[src/rtl/brq_pkg.sv]
package brq_pkg;

	localparam int CW = 9;   // capacity and fill count width

	typedef enum logic [2:0] {
		ACT_APPEND  = 3'd0,
		ACT_GET     = 3'd1,
		ACT_DEQUEUE = 3'd2,
		ACT_PEEK    = 3'd3,
		ACT_BAPPEND = 3'd4,
		ACT_BPEEK   = 3'd5
	} action_t;

	typedef enum logic [1:0] {
		STS_OK     = 2'd0,
		STS_EMPTY  = 2'd1,
		STS_RANGE  = 2'd2,
		STS_NOROOM = 2'd3
	} status_t;

	typedef enum logic {
		S_IDLE,
		S_READ
	} state_t;

	typedef struct packed {
		logic [2:0]    action;
		logic [7:0]    data_in;
		logic [7:0]    amount;
		logic [CW-1:0] block_length;
		logic          block_first;
		logic [6:0]    peek_size;
	} in_item_t;

	typedef struct packed {
		logic [7:0]    data_out;
		logic [1:0]    status;
		logic [CW-1:0] fill_count;
		logic          is_empty;
		logic          last;
	} out_item_t;

endpackage

[src/rtl/brq_chan_if.sv]
interface brq_chan_if #(
	parameter type T = logic
);
	logic valid;
	logic ready;
	T     payload;

	modport source (output valid, output payload, input ready);
	modport sink   (input valid, input payload, output ready);
endinterface

[src/rtl/byte_ring_queue_with_peek.sv]
// Byte ring queue with a run-time capacity (register written over cfg, values
// of zero act as one, values above DEPTH act as DEPTH; every write empties the
// queue) and random-access peek. Each request on req is one action: append,
// get, dequeue n, peek at offset, block append element, block peek. Append,
// dequeue, block append, failed checks, zero-size block peeks and unused codes
// load their response directly, so such requests can run back to back while
// rsp keeps taking results. Get and single peek first issue the read of the
// byte store and then load its registered data. A block peek of n bytes issues
// one store read per byte, streamed with last on the final byte. The store has
// a single read port. One response register sits on rsp; a stalled rsp holds
// the block and every read in flight.
module byte_ring_queue_with_peek
	import brq_pkg::*;
#(
	parameter int DEPTH    = 256,
	parameter int MAX_PEEK = 64
) (
	input  logic       clk,
	input  logic       arst_n,
	brq_chan_if.sink   cfg,
	brq_chan_if.sink   req,
	brq_chan_if.source rsp
);
	localparam int PW = $clog2(DEPTH);
	// arithmetic width: room for a pointer plus an offset, or count plus length
	localparam int AW = ((PW > CW) ? PW : CW) + 1;
	localparam int RW = $clog2(MAX_PEEK + 1);

	// queue control state
	logic [PW-1:0] head_q, tail_q;
	logic [CW-1:0] cnt_q, cap_q;
	logic          acc_q;
	state_t        state_q;

	// read sequencer for get and peeks
	logic [PW-1:0] rp_q;
	logic [RW-1:0] rem_q;
	logic [CW-1:0] pend_fill_q;

	// response register
	logic      out_valid_q;
	out_item_t out_q;

	logic [PW-1:0] head_nxt, tail_nxt, rp_nxt;
	logic [CW-1:0] cnt_nxt, pend_fill_nxt;
	logic          acc_nxt;
	state_t        state_nxt;
	logic [RW-1:0] rem_nxt;
	logic          load_out;
	out_item_t     out_nxt;

	logic          ram_we, ram_re;
	logic [PW-1:0] ram_ra;
	logic [7:0]    ram_rdata;

	logic          can_load, in_acc;
	in_item_t      it;
	logic [AW-1:0] cap_eff, cnt_a, amt_a, blen_a, win_a;
	logic [PW-1:0] head_inc, tail_inc, head_amt, rp_inc;
	logic [6:0]    psize_cl;

	function automatic logic [AW-1:0] wrap(input logic [AW-1:0] p, input logic [AW-1:0] c);
		return (p >= c) ? p - c : p;
	endfunction

	assign it       = req.payload;
	assign cfg.ready = 1'b1;
	assign can_load = !out_valid_q || rsp.ready;
	assign req.ready = (state_q == S_IDLE) && can_load;
	assign in_acc   = req.valid && req.ready;

	// clamp capacity into one to DEPTH
	assign cap_eff = (cap_q == '0) ? AW'(1) :
		((AW'(cap_q) > AW'(DEPTH)) ? AW'(DEPTH) : AW'(cap_q));
	assign cnt_a  = AW'(cnt_q);
	assign amt_a  = AW'(it.amount);
	assign blen_a = (it.block_length == '0) ? AW'(1) : AW'(it.block_length);

	// all sums stay below twice the capacity, so one subtract wraps them
	assign head_inc = PW'(wrap(AW'(head_q) + AW'(1), cap_eff));
	assign tail_inc = PW'(wrap(AW'(tail_q) + AW'(1), cap_eff));
	assign head_amt = PW'(wrap(AW'(head_q) + amt_a, cap_eff));
	assign rp_inc   = PW'(wrap(AW'(rp_q) + AW'(1), cap_eff));

	assign psize_cl = (it.peek_size > 7'(MAX_PEEK)) ? 7'(MAX_PEEK) : it.peek_size;
	assign win_a    = amt_a + AW'(psize_cl);

	always_comb begin
		head_nxt      = head_q;
		tail_nxt      = tail_q;
		cnt_nxt       = cnt_q;
		acc_nxt       = acc_q;
		state_nxt     = state_q;
		rp_nxt        = rp_q;
		rem_nxt       = rem_q;
		pend_fill_nxt = pend_fill_q;
		load_out      = 1'b0;
		ram_we        = 1'b0;
		ram_re        = 1'b0;
		ram_ra        = head_q;
		out_nxt.data_out   = '0;
		out_nxt.status     = STS_OK;
		out_nxt.last       = 1'b1;
		out_nxt.fill_count = '0;
		out_nxt.is_empty   = 1'b0;

		unique case (state_q)
			S_IDLE: begin
				if (in_acc) begin
					load_out = 1'b1;
					unique case (it.action)
						ACT_APPEND: begin
							// overwrite the oldest byte when full, head follows
							ram_we   = 1'b1;
							tail_nxt = tail_inc;
							if (cnt_a < cap_eff)
								cnt_nxt = cnt_q + CW'(1);
							else
								head_nxt = head_inc;
						end
						ACT_GET: begin
							if (cnt_q == '0) begin
								out_nxt.status = STS_EMPTY;
							end else begin
								// pop now, deliver the byte once the store answers
								load_out      = 1'b0;
								ram_re        = 1'b1;
								ram_ra        = head_q;
								head_nxt      = head_inc;
								cnt_nxt       = cnt_q - CW'(1);
								pend_fill_nxt = cnt_q - CW'(1);
								rem_nxt       = RW'(1);
								state_nxt     = S_READ;
							end
						end
						ACT_DEQUEUE: begin
							if (amt_a > cnt_a) begin
								out_nxt.status = STS_EMPTY;
							end else begin
								cnt_nxt  = cnt_q - CW'(it.amount);
								head_nxt = head_amt;
							end
						end
						ACT_PEEK: begin
							if (amt_a >= cnt_a) begin
								out_nxt.status = STS_RANGE;
							end else begin
								load_out      = 1'b0;
								ram_re        = 1'b1;
								ram_ra        = head_amt;
								rp_nxt        = head_amt;
								pend_fill_nxt = cnt_q;
								rem_nxt       = RW'(1);
								state_nxt     = S_READ;
							end
						end
						ACT_BAPPEND: begin
							// first element checks room for the whole block
							if (it.block_first ? (cnt_a + blen_a <= cap_eff) :
								(acc_q && (cnt_a < cap_eff))) begin
								acc_nxt  = 1'b1;
								ram_we   = 1'b1;
								tail_nxt = tail_inc;
								cnt_nxt  = cnt_q + CW'(1);
							end else begin
								acc_nxt        = 1'b0;
								out_nxt.status = STS_NOROOM;
							end
						end
						ACT_BPEEK: begin
							if (win_a > cnt_a) begin
								out_nxt.status = STS_RANGE;
							end else if (psize_cl != '0) begin
								load_out      = 1'b0;
								ram_re        = 1'b1;
								ram_ra        = head_amt;
								rp_nxt        = head_amt;
								pend_fill_nxt = cnt_q;
								rem_nxt       = RW'(psize_cl);
								state_nxt     = S_READ;
							end
						end
						default: begin
						end
					endcase
				end
				out_nxt.fill_count = cnt_nxt;
				out_nxt.is_empty   = (cnt_nxt == '0);
			end
			S_READ: begin
				// registered read data holds while rsp stalls
				out_nxt.data_out   = ram_rdata;
				out_nxt.fill_count = pend_fill_q;
				out_nxt.is_empty   = (pend_fill_q == '0);
				out_nxt.last       = (rem_q == RW'(1));
				if (can_load) begin
					load_out = 1'b1;
					if (rem_q == RW'(1)) begin
						state_nxt = S_IDLE;
					end else begin
						// advance to the next byte of the block peek
						ram_re  = 1'b1;
						ram_ra  = rp_inc;
						rp_nxt  = rp_inc;
						rem_nxt = rem_q - RW'(1);
					end
				end
			end
			default: begin
				state_nxt = S_IDLE;
			end
		endcase
	end

	always_ff @(posedge clk or negedge arst_n) begin
		if (!arst_n) begin
			head_q  <= '0;
			tail_q  <= '0;
			cnt_q   <= '0;
			acc_q   <= 1'b0;
			cap_q   <= CW'(256);
			state_q <= S_IDLE;
		end else if (cfg.valid) begin
			// new capacity empties the queue; store contents stay
			cap_q   <= cfg.payload;
			head_q  <= '0;
			tail_q  <= '0;
			cnt_q   <= '0;
			acc_q   <= 1'b0;
			state_q <= S_IDLE;
		end else begin
			head_q  <= head_nxt;
			tail_q  <= tail_nxt;
			cnt_q   <= cnt_nxt;
			acc_q   <= acc_nxt;
			state_q <= state_nxt;
		end
	end

	always_ff @(posedge clk or negedge arst_n) begin
		if (!arst_n)
			out_valid_q <= 1'b0;
		else if (load_out)
			out_valid_q <= 1'b1;
		else if (rsp.ready)
			out_valid_q <= 1'b0;
	end

	always_ff @(posedge clk) begin
		rp_q        <= rp_nxt;
		rem_q       <= rem_nxt;
		pend_fill_q <= pend_fill_nxt;
		if (load_out)
			out_q <= out_nxt;
	end

	assign rsp.valid   = out_valid_q;
	assign rsp.payload = out_q;

	// writes land at the edge; any read is issued at a later edge, so no bypass
	brq_ram #(
		.WIDTH(8),
		.DEPTH(DEPTH)
	) u_store (
		.clk  (clk),
		.we   (ram_we),
		.waddr(tail_q),
		.wdata(it.data_in),
		.re   (ram_re),
		.raddr(ram_ra),
		.rdata(ram_rdata)
	);
endmodule

[src/rtl/brq_ram.sv]
module brq_ram #(
	parameter int WIDTH = 8,
	parameter int DEPTH = 256
) (
	input  logic                     clk,
	input  logic                     we,
	input  logic [$clog2(DEPTH)-1:0] waddr,
	input  logic [WIDTH-1:0]         wdata,
	input  logic                     re,
	input  logic [$clog2(DEPTH)-1:0] raddr,
	output logic [WIDTH-1:0]         rdata
);
	logic [WIDTH-1:0] mem [DEPTH];

	always_ff @(posedge clk) begin
		if (we)
			mem[waddr] <= wdata;
		if (re)
			rdata <= mem[raddr];
	end
endmodule

[src/flat_wrapper.sv]
// flat-port wrapper written by rule: the top's interface ports become plain ports
module byte_ring_queue_with_peek_flat import brq_pkg::*;
#(
	parameter int DEPTH    = 256,
	parameter int MAX_PEEK = 64
)
  (clk, arst_n, cfg_valid, cfg_payload, cfg_ready, req_valid, req_payload, req_ready, rsp_valid, rsp_payload, rsp_ready);
  brq_chan_if #(.T(logic [CW-1:0])) cfg_i ();
  brq_chan_if #(.T(in_item_t)) req_i ();
  brq_chan_if #(.T(out_item_t)) rsp_i ();
  input  logic clk;
  input  logic arst_n;
  input wire logic [$bits(cfg_i.valid)-1:0] cfg_valid;
  input wire logic [$bits(cfg_i.payload)-1:0] cfg_payload;
  output wire logic [$bits(cfg_i.ready)-1:0] cfg_ready;
  input wire logic [$bits(req_i.valid)-1:0] req_valid;
  input wire logic [$bits(req_i.payload)-1:0] req_payload;
  output wire logic [$bits(req_i.ready)-1:0] req_ready;
  output wire logic [$bits(rsp_i.valid)-1:0] rsp_valid;
  output wire logic [$bits(rsp_i.payload)-1:0] rsp_payload;
  input wire logic [$bits(rsp_i.ready)-1:0] rsp_ready;
  assign cfg_i.valid = cfg_valid;
  assign cfg_i.payload = cfg_payload;
  assign cfg_ready = cfg_i.ready;
  assign req_i.valid = req_valid;
  assign req_i.payload = req_payload;
  assign req_ready = req_i.ready;
  assign rsp_valid = rsp_i.valid;
  assign rsp_payload = rsp_i.payload;
  assign rsp_i.ready = rsp_ready;
  byte_ring_queue_with_peek #(.DEPTH(DEPTH), .MAX_PEEK(MAX_PEEK)) u_core (.clk(clk), .arst_n(arst_n), .cfg(cfg_i), .req(req_i), .rsp(rsp_i));
endmodule
[config.mk]
export PLATFORM = sky130hd
export DESIGN_NAME = byte_ring_queue_with_peek_flat
export DESIGN_NICKNAME = d
export VERILOG_FILES = /design/src/rtl/brq_pkg.sv /design/src/rtl/brq_chan_if.sv /design/src/rtl/byte_ring_queue_with_peek.sv /design/src/rtl/brq_ram.sv /design/src/flat_wrapper.sv
export SDC_FILE = /design/constraint.sdc
export NUM_CORES = 2
export LEC_CHECK = 0
export BUFFER_PORTS_ARGS = -buffer_cell sky130_fd_sc_hd__buf_2
export CORE_MARGIN = 2
export CORE_UTILIZATION = 50
export DETAILED_ROUTE_END_ITERATION = 16
export PLACE_DENSITY = 0.67
export SYNTH_ARGS = -nofsm -noshare
export SYNTH_HDL_FRONTEND = slang
export SYNTH_HIERARCHICAL = 1
export SYNTH_SLANG_ARGS = --single-unit
[constraint.sdc]
create_clock -name clk -period 7.1 [get_ports clk]
set_input_delay 0.71 -clock clk [delete_from_list [all_inputs] [get_ports clk]]
set_output_delay 0.71 -clock clk [all_outputs]
set_load 0.05 [all_outputs]
==> qor.txt <==
status -> complete, no violations
post-DP HPWL -> 148 mm
worst-skew pair later-pin latency -> 0.87 ns
Post-synth EDFFs -> 2101
flops & latches, synth -> 2138
Post-Syn Instances -> 4763
Worst VDD drop -> 236 uV
vias in the first global route -> 48400
Die ar. -> 180000 um2
NumNets Final -> 5488
Clock Path Buffers -> 3
Worst path most repeated cell -> buf_4
GP Congestion -> 0.931
worst hold slack -> 0.0399 ns
Vias -> 49200
Distinct cells, synth -> 94
Synth top area share -> 0.714
# DRC -> 0
DR pass1 iterations -> 6
All-Layer GR Usage -> 0.252
Setup Skew -> 0.0686 ns
yosys warns -> 6
Simple-Gate Fraction of Synth Area -> 0.0433
Slew Viols, Final -> 0
sequential-to-total area share from yosys stat -> 0.725
layout cell share with drive strength beyond 1 -> 0.262
Tightest Pin Transition -> 1.27 ns
Top Ports -> 74
WP buf/inv -> 6
Compound-Gate Fraction of Synth Area -> 0.0517
Hold Fails Final Rpt -> 0
final wirelength -> 228 mm
Syn Nets -> 4922
CP arrival -> 7.29 ns
root buf cell -> clkbuf_16
xor/xnor cell area share of the yosys netlist -> 0.00753
Die Wd -> 424 um
first-pass GRT wire length -> 332 mm
top cells by count, synth -> edfxtp_1, mux4_2, nor2_1
max incr delay on CP -> 0.54 ns
setup ws final -> 0.425 ns
CTS Buf Count -> 207
top_reg_cell synth -> edfxtp_1
Setup WS pre-CTS -> -0.216 ns
Crit. End Element -> flop
Hold Path Class -> in -> async
Max Freq -> 0.150 GHz
Clk network pwr share -> 0.389
reg-to-reg startpoint -> u_core/head_q[0]$_DFFE_PN0P_
Critical Path Source -> u_core/head_q[0]$_DFFE_PN0P_
initial antenna violation count -> 4
Post-Synth Adder-Cell Area -> 0.0162
sw power -> 6.52 mW
Combinational Power Share -> 0.109
CP startpoint kind -> flop
RSZ-0062 raised after global routing -> no
final core utilization -> 0.578
async set-reset flop share out of synthesis -> 0.0173
Mean Syn Cell Area -> 18.5 um2
worst setup path class -> reg -> reg
# rows -> 154
Core Area -> 176000 um2
largest net degree at the start of global routing -> 167
switching share of power -> 0.234
Power Total -> 27.8 mW
Die H -> 424 um
CTS sink cnt -> 2138
sequential power share -> 0.502
internal power -> 21.3 mW
CTS tree -> built
final setup fails -> 0
crit-path max FO -> 11
area occupied by multi-input gates -> 22600 um2
post-synthesis mux area share -> 0.136
slowest stage cell, crit path -> mux4_2
Routed Antenna Nets -> 0
Area Overhead vs Synth -> 15.1%
MaxCap Viol Count -> 0
placed instance count -> 7460
grt ovf -> 0
count leader, synth -> edfxtp_1
DR WL/cell -> 29.0 um
CP required -> 7.72 ns
vias per cell -> 6.27
CP top delay family -> compound AO/OA/AOI/OAI gates
Tcrit/Tclk final -> 0.940
area leader, netlist -> edfxtp_1
IO Port Bufs -> 72
Slew headroom -> 0.152
fin crit period -> 6.68 ns
largest family of logic cells by synthesized area -> multiplexers
pwr dens -> 273 nW/um2
Worst-path clk slew -> 0.07 ns
Pleak -> 32.6 nW
Synth area leaders -> edfxtp_1, mux4_2, mux2i_1
register area -> 64000 um2
Non-Filler Instances -> 7848
fillers -> 12900
starting density of the core -> 0.502
Post-Syn Area -> 88400 um2
DRT iter0 DRCs -> 6786
H-tree depth -> 4
## cell type report
cell class / count / area share
diodes: 2 / 0.0000492
repair buffers: 628 / 0.0511
well taps: 2340 / 0.0288
multi-input cells: 2293 / 0.222
inverters: 61 / 0.00225
clock inverters: 140 / 0.0128
flip-flops and latches: 2138 / 0.630
clock buffers: 246 / 0.0530
## cells by family (layout without fill, tap and decap cells)
logic type	Yosys count	count (layout)
flip-flops	2138	2138
AND/OR/NAND/NOR	820	820
AO/OA/AOI/OAI	660	660
multiplexers	626	626
buffers and inverters	332	1075
adder cells (fa/ha/maj)	110	110
XOR/XNOR	76	76
other	1	3
## final timing paths
kind	to	slack (ns)	cells past startpoint
max	u_core/u_store/rdata[5]$_DFFE_PP_	0.42	26
min	u_core/cap_q[6]$_DFFE_PN0P_	0.04	1
max reg2reg	u_core/u_store/rdata[5]$_DFFE_PP_	0.42	26
min reg2reg	u_core/cap_q[7]$_DFFE_PN0P_	0.57	1
max in group asynchronous	u_core/state_q$_DFF_PN0_	6.37	1
min in group clk	u_core/cap_q[6]$_DFFE_PN0P_	0.11	2
## state kept, by name, indices dropped and copies added (netlist names)
name and flops:
u_core/cap_q 9, u_core/cnt_q 9, u_core/state_q 1, u_core/rsp.valid 1, u_core/head_q 8, u_core/rp_q 8
u_core/acc_q 1, u_core/u_store/rdata 8, u_core/pend_fill_q 9, u_core/u_store/mem 2048, u_core/tail_q 8, u_core/rem_q 7
u_core/rsp.payload 21
## what timing repair did
action,in CTS,in global routing
hold endpoints to repair,0,0
setup endpoints to repair,0,1
buffers inserted,0,0
hold buffers,0,0
resized for setup,0,1
## power groups by stage
stage               clock (mW)  combinational [mW]  sequential [mW]
global placement             0                2.98             14.2
detailed placement           0                3.01             14.2
floorplan                    0                1.77             14.2
finish                    10.8                3.03             14.0
global route              11.5                3.21             13.9
CTS                       11.0                3.02             14.0
## cells in the final DEF, fill, tap and decap left out, drive strengths merged, types with 11 or more instances in the layout
master     n
a211oi    38
a21o      17
a21oi    174
a221oi    16
a22oi    135
and2      19
and3      11
buf      623
bufinv    19
clkbuf   251
clkinv   117
dfrtp     36
edfxtp  2101
ha       101
inv       62
mux2      15
mux2i    155
mux4     456
nand2    116
nand2b    19
nand3     69
nand4     20
nor2     385
nor2b     60
nor3      48
nor4      36
o211ai    31
o21a      15
o21ai     67
o21bai    11
o221ai    50
o22ai     32
xnor2     51
xor2      25
## through the flow
stage          cell area (um2)  setup TNS (ns)
3_3_place_gp             95000           -1.09
5_1_grt                 102000               0
4_1_cts                 102000               0
6_report                102000               0
3_5_place_dp             95000          -0.788
2_1_floorplan            88400               0
## metal layers
metal	vias to the layer above	routed length, um	track usage
met2	2604	108000	0.398
met5	-	13	0
li1	20600	-	-
met4	2	6520	0.0754
met3	379	21000	0.0406
met1	25600	91700	0.365
Power figures use the tool's default switching activity.
